===== config.mk =====
export PLATFORM = sky130hd
export DESIGN_NAME = log_record_chain_scanner
export DESIGN_NICKNAME = d
export VERILOG_FILES = /design/src/rtl/lrcs_pkg.sv /design/src/rtl/lrcs_cfg.sv /design/src/rtl/lrcs_core.sv /design/src/rtl/log_record_chain_scanner.sv
export SDC_FILE = /design/constraint.sdc
export NUM_CORES = 2
export LEC_CHECK = 0
export ABC_AREA = 1
export CAP_MARGIN = 20
export CELL_PAD_IN_SITES_DETAIL_PLACEMENT = 0
export CELL_PAD_IN_SITES_GLOBAL_PLACEMENT = 2
export CORE_MARGIN = 8
export CORE_UTILIZATION = 35
export CTS_CLUSTER_SIZE = 25
export DETAILED_ROUTE_END_ITERATION = 10
export DONT_BUFFER_PORTS = 1
export PLACE_DENSITY = 0.79
export SLEW_MARGIN = 20
export SYNTH_ARGS = -nofsm -noshare
export SYNTH_HDL_FRONTEND = slang
export SYNTH_SLANG_ARGS = --single-unit

===== constraint.sdc =====
create_clock -name clk -period 16.7 [get_ports clk]
set_clock_uncertainty 0.2 [all_clocks]
set_input_delay 5.01 -clock clk [delete_from_list [all_inputs] [get_ports clk]]
set_output_delay 5.01 -clock clk [all_outputs]
set_load 0.03 [all_outputs]

===== src/rtl/lrcs_pkg.sv =====
// Shared types and constants for the log record chain scanner.
package lrcs_pkg;

  localparam int OFFSET_BITS  = 40;
  localparam int HEADER_LEN   = 32;
  localparam int HDR_IDX_BITS = $clog2(HEADER_LEN);
  localparam int SEQ_BITS     = 64;
  localparam int MAGIC_BITS   = 32;
  localparam int KIND_BITS    = 8;
  localparam int CFG_IDX_BITS = 2;

  localparam logic [OFFSET_BITS-1:0] CAPACITY_RESET   = OFFSET_BITS'(4096);
  localparam logic [MAGIC_BITS-1:0]  MAGIC_RESET      = '0;
  localparam logic [KIND_BITS-1:0]   KIND_FIRST_RESET = KIND_BITS'(1);
  localparam logic [KIND_BITS-1:0]   KIND_LAST_RESET  = KIND_BITS'(3);

  typedef enum logic [CFG_IDX_BITS-1:0] {
    CFG_LOG_CAPACITY = 2'd0,
    CFG_RECORD_MAGIC = 2'd1,
    CFG_KIND_FIRST   = 2'd2,
    CFG_KIND_LAST    = 2'd3
  } cfg_index_t;

  typedef enum logic [1:0] {
    STATUS_OK      = 2'd0,
    STATUS_TRUNC   = 2'd1,
    STATUS_CORRUPT = 2'd2
  } scan_status_t;

  typedef enum logic {
    PHASE_HEADER = 1'b0,
    PHASE_BODY   = 1'b1
  } scan_phase_t;

  typedef struct packed {
    logic [7:0] data_byte;
    logic       final_byte;
  } scan_in_t;

  typedef struct packed {
    logic [1:0]             scan_status;
    logic [OFFSET_BITS-1:0] scan_end_offset;
    logic [OFFSET_BITS-1:0] last_header_offset;
    logic [SEQ_BITS-1:0]    resume_sequence;
  } scan_out_t;

  typedef struct packed {
    logic [OFFSET_BITS-1:0] log_capacity;
    logic [MAGIC_BITS-1:0]  record_magic;
    logic [KIND_BITS-1:0]   kind_first;
    logic [KIND_BITS-1:0]   kind_last;
  } scan_cfg_t;

endpackage


===== src/rtl/lrcs_cfg.sv =====
// Configuration register file of the log record chain scanner.
module lrcs_cfg
  import lrcs_pkg::*;
(
  input  logic                    clk,
  input  logic                    rst,
  input  logic                    wr_en,
  input  logic [CFG_IDX_BITS-1:0] wr_index,
  input  logic [OFFSET_BITS-1:0]  wr_data,
  output scan_cfg_t               cfg
);

  scan_cfg_t regs;

  always_ff @(posedge clk) begin
    if (rst) begin
      regs.log_capacity <= CAPACITY_RESET;
      regs.record_magic <= MAGIC_RESET;
      regs.kind_first   <= KIND_FIRST_RESET;
      regs.kind_last    <= KIND_LAST_RESET;
    end else if (wr_en) begin
      case (wr_index)
        CFG_LOG_CAPACITY: regs.log_capacity <= wr_data;
        CFG_RECORD_MAGIC: regs.record_magic <= wr_data[MAGIC_BITS-1:0];
        CFG_KIND_FIRST:   regs.kind_first   <= wr_data[KIND_BITS-1:0];
        CFG_KIND_LAST:    regs.kind_last    <= wr_data[KIND_BITS-1:0];
        default: ;
      endcase
    end
  end

  assign cfg = regs;

endmodule


===== src/rtl/lrcs_core.sv =====
// Scan state and per-byte step logic: header checks, chain checks, CRC-32C.
module lrcs_core
  import lrcs_pkg::*;
(
  input  logic      clk,
  input  logic      rst,
  input  logic      step,
  input  scan_in_t  item,
  input  scan_cfg_t cfg,
  output logic      fire,
  output scan_out_t result
);

  localparam logic [31:0] CRC_POLY = 32'h82F63B78;
  localparam logic [31:0] CRC_INIT = 32'hFFFFFFFF;
  localparam int          HDR_BITS = HEADER_LEN * 8;
  localparam logic [HDR_IDX_BITS-1:0] PREFIX_LAST = HDR_IDX_BITS'(3);
  localparam logic [HDR_IDX_BITS-1:0] HDR_LAST    = HDR_IDX_BITS'(HEADER_LEN - 1);

  function automatic logic [31:0] crc32c_byte(input logic [31:0] crc_in,
                                              input logic [7:0]  b);
    logic [31:0] c;
    c = crc_in ^ {24'b0, b};
    for (int k = 0; k < 8; k++) begin
      c = c[0] ? ((c >> 1) ^ CRC_POLY) : (c >> 1);
    end
    return c;
  endfunction

  // Fewer than one header of room left at pos (or pos already past the end).
  function automatic logic boundary_hit(input logic [OFFSET_BITS-1:0] cap,
                                        input logic [OFFSET_BITS-1:0] at);
    return (at > cap) || ((cap - at) < OFFSET_BITS'(HEADER_LEN));
  endfunction

  // State
  logic [OFFSET_BITS-1:0]  pos, pos_next;
  logic [OFFSET_BITS-1:0]  rs, rs_next;
  logic [HDR_BITS-1:0]     hdr, hdr_next;
  logic [HDR_IDX_BITS-1:0] hidx, hidx_next;
  scan_phase_t             phase, phase_next;
  logic [31:0]             body_left, body_left_next;
  logic [31:0]             crc, crc_next;
  logic [OFFSET_BITS-1:0]  last, last_next;
  logic [SEQ_BITS-1:0]     aseq, aseq_next;
  logic                    finished, finished_next;

  // Header fields and derived values
  logic [HDR_BITS-1:0]    hdr_full, hdr_view;
  logic [MAGIC_BITS-1:0]  f_magic;
  logic [KIND_BITS-1:0]   f_kind;
  logic [23:0]            f_reserved;
  logic [SEQ_BITS-1:0]    f_seq, seq_inc;
  logic [31:0]            f_len, f_crc, crc_upd, left_dec;
  logic [63:0]            f_prev;
  logic [OFFSET_BITS-1:0] pos_inc;
  logic [OFFSET_BITS:0]   hdr_end, cap_w, room;
  logic                   bad_header, over_room, bad_chain;
  logic                   stop, accept;
  logic [1:0]             stop_status;

  assign hdr_full = {hdr[HDR_BITS-9:0], item.data_byte};
  assign hdr_view = (phase == PHASE_HEADER) ? hdr_full : hdr;

  assign f_magic    = hdr_view[255:224];
  assign f_kind     = hdr_view[223:216];
  assign f_reserved = hdr_view[215:192];
  assign f_seq      = hdr_view[191:128];
  assign f_len      = hdr_view[127:96];
  assign f_crc      = hdr_view[95:64];
  assign f_prev     = hdr_view[63:0];

  assign seq_inc  = f_seq + SEQ_BITS'(1);
  assign pos_inc  = pos + OFFSET_BITS'(1);
  assign crc_upd  = crc32c_byte(crc, item.data_byte);
  assign left_dec = (body_left != '0) ? body_left - 32'd1 : '0;

  assign hdr_end = {1'b0, rs} + (OFFSET_BITS + 1)'(HEADER_LEN);
  assign cap_w   = {1'b0, cfg.log_capacity};
  assign room    = (cap_w >= hdr_end) ? cap_w - hdr_end : '0;

  assign bad_header = (f_magic != cfg.record_magic) || (f_kind < cfg.kind_first) ||
                      (f_kind > cfg.kind_last) || (f_reserved != '0);
  assign over_room  = (OFFSET_BITS + 1)'(f_len) > room;
  assign bad_chain  = ((rs != '0) && (f_prev != 64'(last))) ||
                      ((aseq != '0) && (seq_inc < aseq));

  always_comb begin
    pos_next       = pos;
    rs_next        = rs;
    hdr_next       = hdr;
    hidx_next      = hidx;
    phase_next     = phase;
    body_left_next = body_left;
    crc_next       = crc;
    last_next      = last;
    aseq_next      = aseq;
    finished_next  = finished;
    stop           = 1'b0;
    stop_status    = STATUS_OK;
    accept         = 1'b0;
    fire           = 1'b0;
    result         = '0;

    if (!finished) begin
      if (pos == '0 && phase == PHASE_HEADER && boundary_hit(cfg.log_capacity, pos)) begin
        stop        = 1'b1;
        stop_status = (pos == cfg.log_capacity) ? STATUS_OK : STATUS_TRUNC;
      end else if (phase == PHASE_HEADER) begin
        hdr_next  = hdr_full;
        hidx_next = hidx + HDR_IDX_BITS'(1);
        pos_next  = pos_inc;
        if (hidx == PREFIX_LAST && hdr_full[31:0] == '0) begin
          stop        = 1'b1;
          stop_status = STATUS_OK;
        end else if (hidx == HDR_LAST) begin
          if (bad_header) begin
            stop        = 1'b1;
            stop_status = STATUS_CORRUPT;
          end else if (over_room) begin
            stop        = 1'b1;
            stop_status = STATUS_TRUNC;
          end else if (bad_chain || f_seq == '1) begin
            stop        = 1'b1;
            stop_status = STATUS_CORRUPT;
          end else if (f_len == '0) begin
            if (f_crc != '0) begin
              stop        = 1'b1;
              stop_status = STATUS_CORRUPT;
            end else begin
              accept = 1'b1;
            end
          end else begin
            phase_next     = PHASE_BODY;
            body_left_next = f_len;
            crc_next       = CRC_INIT;
          end
        end
      end else begin
        crc_next       = crc_upd;
        pos_next       = pos_inc;
        body_left_next = left_dec;
        if (left_dec == '0) begin
          if (~crc_upd != f_crc) begin
            stop        = 1'b1;
            stop_status = STATUS_CORRUPT;
          end else begin
            accept = 1'b1;
          end
        end
      end
    end

    // Close the record and check room for the next header
    if (accept) begin
      last_next  = rs;
      if (seq_inc > aseq) begin
        aseq_next = seq_inc;
      end
      rs_next    = pos_inc;
      phase_next = PHASE_HEADER;
      hidx_next  = '0;
      if (boundary_hit(cfg.log_capacity, pos_inc)) begin
        stop        = 1'b1;
        stop_status = (pos_inc == cfg.log_capacity) ? STATUS_OK : STATUS_TRUNC;
      end
    end

    if (stop) begin
      finished_next = 1'b1;
      fire          = 1'b1;
    end
    if (item.final_byte && !finished_next) begin
      fire        = 1'b1;
      stop_status = STATUS_TRUNC;
    end

    result.scan_status        = stop_status;
    result.scan_end_offset    = rs_next;
    result.last_header_offset = last_next;
    result.resume_sequence    = aseq_next;

    // End of stream: re-arm for a new scan, keep the registers
    if (item.final_byte) begin
      pos_next       = '0;
      rs_next        = '0;
      hidx_next      = '0;
      phase_next     = PHASE_HEADER;
      body_left_next = '0;
      crc_next       = CRC_INIT;
      last_next      = '0;
      aseq_next      = '0;
      finished_next  = 1'b0;
    end
  end

  always_ff @(posedge clk) begin
    if (rst) begin
      pos       <= '0;
      rs        <= '0;
      hidx      <= '0;
      phase     <= PHASE_HEADER;
      body_left <= '0;
      crc       <= CRC_INIT;
      last      <= '0;
      aseq      <= '0;
      finished  <= 1'b0;
    end else if (step) begin
      pos       <= pos_next;
      rs        <= rs_next;
      hidx      <= hidx_next;
      phase     <= phase_next;
      body_left <= body_left_next;
      crc       <= crc_next;
      last      <= last_next;
      aseq      <= aseq_next;
      finished  <= finished_next;
    end
  end

  always_ff @(posedge clk) begin
    if (step) begin
      hdr <= hdr_next;
    end
  end

`ifndef SYNTHESIS
  a_idx_only_in_header: assert property (@(posedge clk) disable iff (rst)
    (hidx != '0) |-> (phase == PHASE_HEADER))
    else $error("header index nonzero outside header phase");

  a_body_nonempty: assert property (@(posedge clk) disable iff (rst)
    (phase == PHASE_BODY && !finished) |-> (body_left != '0))
    else $error("body phase with no bytes left");

  a_header_tracks_pos: assert property (@(posedge clk) disable iff (rst)
    (phase == PHASE_HEADER && !finished) |-> ((pos - rs) == OFFSET_BITS'(hidx)))
    else $error("header index out of step with byte position");

  a_stop_holds: assert property (@(posedge clk) disable iff (rst)
    (step && finished && !item.final_byte) |=> finished)
    else $error("stopped scan restarted without end of stream");
`endif

endmodule


===== src/rtl/log_record_chain_scanner.sv =====
// Top level of the log record chain scanner: channels, input and result registers.
//
//   channel   direction  handshake                payload
//   item      in         item_valid / item_ready  scan_in_t  (data_byte, final_byte)
//   result    out        result_valid / result_ready  scan_out_t (status, offsets, seq)
//   cfg       in         cfg_valid / cfg_ready    cfg_index, cfg_data
//
// One byte is taken every cycle unless a held result stalls the input. A transfer
// lands in the input register, the step logic of the core runs on it once the
// result register can take a result, and any result lands in the result register
// at the edge that ends that step.
// The CRC-32C byte update and the header compares in the core set the cycle.
// A held result (result_valid high, result_ready low) holds the input register;
// item_ready then drops once that register is full. Reset is synchronous and
// clears the scan state, both valid flags and the configuration registers;
// there is no clearing pass, the header buffer needs none. cfg_ready is always
// high.
module log_record_chain_scanner
  import lrcs_pkg::*;
(
  input  logic                    clk,
  input  logic                    rst,
  input  logic                    item_valid,
  output logic                    item_ready,
  input  scan_in_t                item,
  output logic                    result_valid,
  input  logic                    result_ready,
  output scan_out_t               result,
  input  logic                    cfg_valid,
  output logic                    cfg_ready,
  input  logic [CFG_IDX_BITS-1:0] cfg_index,
  input  logic [OFFSET_BITS-1:0]  cfg_data
);

  scan_cfg_t cfg;
  scan_in_t  in_q;
  logic      in_full;
  logic      out_free;
  logic      step;
  logic      core_fire;
  scan_out_t core_result;

  // Configuration writes are never back-pressured
  assign cfg_ready = 1'b1;

  lrcs_cfg u_cfg (
    .clk      (clk),
    .rst      (rst),
    .wr_en    (cfg_valid),
    .wr_index (cfg_index),
    .wr_data  (cfg_data),
    .cfg      (cfg)
  );

  // Advance the held byte only when the result register can take a result
  assign out_free   = !result_valid || result_ready;
  assign step       = in_full && out_free;
  assign item_ready = !in_full || step;

  always_ff @(posedge clk) begin
    if (rst) begin
      in_full <= 1'b0;
    end else if (item_ready) begin
      in_full <= item_valid;
    end
  end

  always_ff @(posedge clk) begin
    if (item_valid && item_ready) begin
      in_q <= item;
    end
  end

  lrcs_core u_core (
    .clk    (clk),
    .rst    (rst),
    .step   (step),
    .item   (in_q),
    .cfg    (cfg),
    .fire   (core_fire),
    .result (core_result)
  );

  // Result register: load on a step that stops the scan or ends the stream mid-scan, drop on transfer
  always_ff @(posedge clk) begin
    if (rst) begin
      result_valid <= 1'b0;
    end else if (out_free) begin
      result_valid <= step && core_fire;
    end
  end

  always_ff @(posedge clk) begin
    if (step && core_fire) begin
      result <= core_result;
    end
  end

endmodule


-- Word-level counts from Yosys, hierarchy flattened
Index checks and enable logic that the tools add are counted.
- $add $sub $neg: 8
- order comparisons: 10
- eq/ne operators: 21
- muxes and demuxes: 103
- bitwise logic cells: 13
- reduce and logical (&&, ||, !) cells: 41
- operators by type and width (kind ; count):
    $mux 32 ; 29
    $mux 40 ; 7
    $mux 256 ; 1
    $mux 64 ; 3
    $not 16->17 ; 8
    $logic_not 32->1 ; 3
    $eq 40x40->1 ; 2
    $gt 40x40->1 ; 2
    $lt 40x6->1 const B ; 2
    $sub 40x40->40 ; 2
    $add 64x1->64 const B ; 1
    $eq 64x64->1 const B ; 1
    $gt 64x64->1 ; 1
    $lt 64x64->1 ; 1
    $ne 32x32->1 ; 2
    $ne 64x40->1 ; 1
    $reduce_bool 32->1 ; 2
    $reduce_bool 64->1 ; 1
    $mux 1 ; 43
    $add 40x6->41 const B ; 1
    $ge 40x41->1 ; 1
    $gt 32x41->1 ; 1
    $mux 41 ; 1
    $sub 40x41->41 ; 1
    29 further kinds ; 79
- flip-flop bits (word level): 756
- input port bits: 56
- output and inout bits: 149
- word-level logic and storage cells: 218

-- Depth between registers and ports, before layout
- word-level depth: 31
- gate-level depth with buffers: 57
- mapped depth without buffers: 57

-- By module
Synthesis repeated with hierarchy kept, for this count alone.
- cell total of the unflattened synthesis: 7939
- area total of the unflattened synthesis: 53682.7 µm²
- by module, submodules not included (module ; instances ; cells each ; area each (µm²) ; seq. area each (µm²)):
    lrcs_core ; 1 ; 7201 ; 45228.4 ; 12792.3
    log_record_chain_scanner ; 1 ; 175 ; 4770.8 ; 4694.5
    lrcs_cfg ; 1 ; 563 ; 3683.5 ; 1761.7

-- Worst setup path before layout
Ideal clock, no wire load.
- kind: input port to flip-flop
- start: in result_ready
- end: reg u_core.pos[30]
- library setup time: 0.551 ns
- arrival time: 12.884 ns
- required time: 15.949 ns
- setup slack: 3.065 ns
- stages: 6
- cells stage by stage: inv_1 nand2_1 nand2_1 nor2_1 clkbuf_1 a221oi_1
- word-level cells in the longest chain between the ends: 3
- RTL lines (item ; line ; source):
    from (decl) ; log_record_chain_scanner.sv:27 ; input logic result_ready,
    $logic_or 1x1->1 ; log_record_chain_scanner.sv:56 ; assign out_free = !result_valid || result_ready;
    $logic_and 1x1->1 ; log_record_chain_scanner.sv:57 ; assign step = in_full && out_free;
    $reduce_and 3->1 (no source line) ; - ;
    to (signal assigned) ; lrcs_core.sv:209 ; pos <= pos_next;
    to (decl) ; lrcs_core.sv:37 ; logic [OFFSET_BITS-1:0] pos, pos_next;
No other way between the ends.
A chain may end at the register's enable or synchronous reset.

-- Worst setup path in the final report
- start: in result_ready
- end: out item_ready
- word-level cells in the longest chain between the ends: 3
- RTL lines (item ; line ; source):
    $logic_or 1x1->1 ; log_record_chain_scanner.sv:56 ;
    $logic_and 1x1->1 ; log_record_chain_scanner.sv:57 ;
    $logic_or 1x1->1 ; log_record_chain_scanner.sv:58 ; assign item_ready = !in_full || step;
    to (decl) ; log_record_chain_scanner.sv:24 ; output logic item_ready,
No other way between the ends.

==> flow_summary.ini <==
[run_status]
status = finished, final reports clean

[sta]
setup_violations = 0
hold_viol = 0
fmax_mhz = 94.6
whs_ns = 0.263
rsz0062_at_grt = no
slew_violations = 0
worst_pin_slew_ns = 1.28
slew_headroom = 0.148
fin_crit_ns = 10.57
finalCritPeriodShare = 0.633
setup_tns_ns = 0

[setup_path]
arrival_ns = 5.36
worstSetupPathType = input pin to output port
r2r_setup_slack_ns = 6.33
critPathLaunchType = input pin
cp_slowest_cell = nand3_1
end_kind = output port
crit_chain = inv_1 -> nand3_1
cp_data_required_time_ns = 11.49
worst-path-buf-inv = 1
critPathTopFamily = simple AND/OR/NAND/NOR gates
crit_fanout = 3
slowest_delay_ns = 0.30

[floorplan]
dieArea_um2 = 161000
die_h_um = 401
fp.dieW_um = 401
io_pins = 205
start_util = 0.352
coreArea_um2 = 148000
rows = 141

[cts]
clk_pin_slew_worst_paths_ns = 0.05
htree_num_levels = 3
clockRootBuffer = clkbuf_16
ctsResizeCount = 0
numCtsBuffers = 92
cts.sinks = 756
postCtsHoldBufs = 0
post-cts-setup-buffers = 0
cts_tree = done
clk_latency_ns = 0.73
ctsLongestPathBuffers = 3

[global_routing]
grt_max_degree = 186
antenna_found_initial = 14
grt_pass1_wl_um = 305000
grt-ovfl-total = 0
first_global_vias = 46800
grt_use_total = 0.246

[drt]
drc = 0
ant_nets = 0
routed_via_density = 5.20
firstDrtPassIters = 6
vias = 48700
finalWirelength_um = 207000
first_iter_violations = 3972
wl_per_cell_um = 22.1

[synthesis]
synth-seq-cells = 756
synth_edf_count = 411
yosysSeqAreaShare = 0.370
yosys-top-cells-area = edfxtp_1, nand2_1, dfxtp_1, inv_1, ha_1
synthArstFlopShare = 0
ys_warn_count = 0
synth.most_common_cell = nand2_1
synth_cells = 7428
yosys.cell_types.count = 63
synth_top_area_share = 0.237
yosys.area.top_type = edfxtp_1
synth_ff_type = edfxtp_1
avgSynthCellArea_um2 = 7.00
synth.net_count = 7723
synthTopCellsByCount = nand2_1, inv_1, nor2_1
netlist_area_um2 = 52000

[finish]
n_fill_cell = 15700
multi_input_area_um2 = 27600
regArea_um2 = 19300
drive_gt1_frac = 0.0613
nets = 7652
syn2layout_area_growth_pct = 9.91

[pwr]
power_density_nw_per_um2 = 96.5
max-vdd-ir-drop_v = 0.0000747
p_leak_nw = 25.8

[min_path]
hold_path_class = flip-flop to flip-flop

[placed_design]
gp_congestion = 0.960
dpl.hpwl_um = 161000
port_buffers = 0

[flow_run]
maxCapViolCount = 0
cell usage in the layout (no fill, tap or decap), types with 79 or more instances in the layout:
cell type | Yosys | routed
edfxtp_1 | 411 | 411
or2_2 | 100 | 100
nor2_1 | 714 | 712
o21ai_0 | 443 | 443
buf_4 | 15 | 79
clkbuf_16 | 0 | 98
inv_1 | 1022 | 1020
nand3_1 | 387 | 386
nand2_1 | 2101 | 2100
nand4_1 | 198 | 198
xor2_1 | 211 | 211
dfxtp_1 | 345 | 344
ha_1 | 238 | 238
nor3_1 | 88 | 88
a21oi_1 | 447 | 447
logic make-up after synthesis:
group / share of synthesized area
simple gates: 0.309
buf+inv: 0.101
other cells: 0.0000721
compound gates: 0.120
mux: 0.000192
xor+xnor: 0.0419
flops: 0.370
fa+ha+maj: 0.0576
where the power goes:
group,total (W),internal [W],switching (W)
Sequential,0.00207,0.00202,0.0000525
Clock,0.00222,0.00133,0.000896
Combinational,0.00122,0.000355,0.000863
Total,0.00551,0.00370,0.00181
state kept, by name, indices dropped and copies added (netlist names):
register,flops
in_full,1
in_q,9
result,146
result_valid,1
u_cfg.cfg,88
u_core.aseq,64
u_core.body_left,32
u_core.crc,32
u_core.finished,1
u_core.hdr,256
u_core.hidx,5
u_core.last,40
u_core.phase,1
u_core.pos,40
u_core.rs,40
final timing paths:
kind,startpoint,endpoint,depth (start not counted)
setup / recovery,result_ready,item_ready,2
hold / removal,u_core.last[26],u_core.last[26],2
setup reg to reg,u_core.rs[5],result[42],56
hold reg to reg,u_core.last[26],u_core.last[26],2
layer usage:
metal,vias up,share of wire,global-route usage
met4,6,0.041,0.0938
met1,23000,0.45,0.326
li1,24200,-,-
met2,1244,0.46,0.405
met3,270,0.051,0.0348
met5,-,0.00020,0
cell type report:
class	count	area share
Inverter	1046	0.0689
Multi-Input combinational cell	5380	0.482
Tap cell	1930	0.0422
Clock buffer	121	0.0462
Sequential cell	756	0.337
Clock inverter	51	0.0122
Antenna cell	5	0.000219
Timing Repair Buffer	81	0.0111
metrics by stage:
step                instances  total power [W]  setup WS, ns  cell area [um^2]  utilization
floorplan                7428          0.00295          3.06             52000            -
global placement         9193          0.00332          6.13             53800        0.364
detailed placement       9193          0.00332          6.13             53800        0.364
CTS                      9365          0.00556          6.13             57100        0.387
global route             9365          0.00578          5.16             57100        0.387
finish                   9370          0.00551          6.13             57200        0.387
No activity file was read; power rests on OpenSTA's default activity.
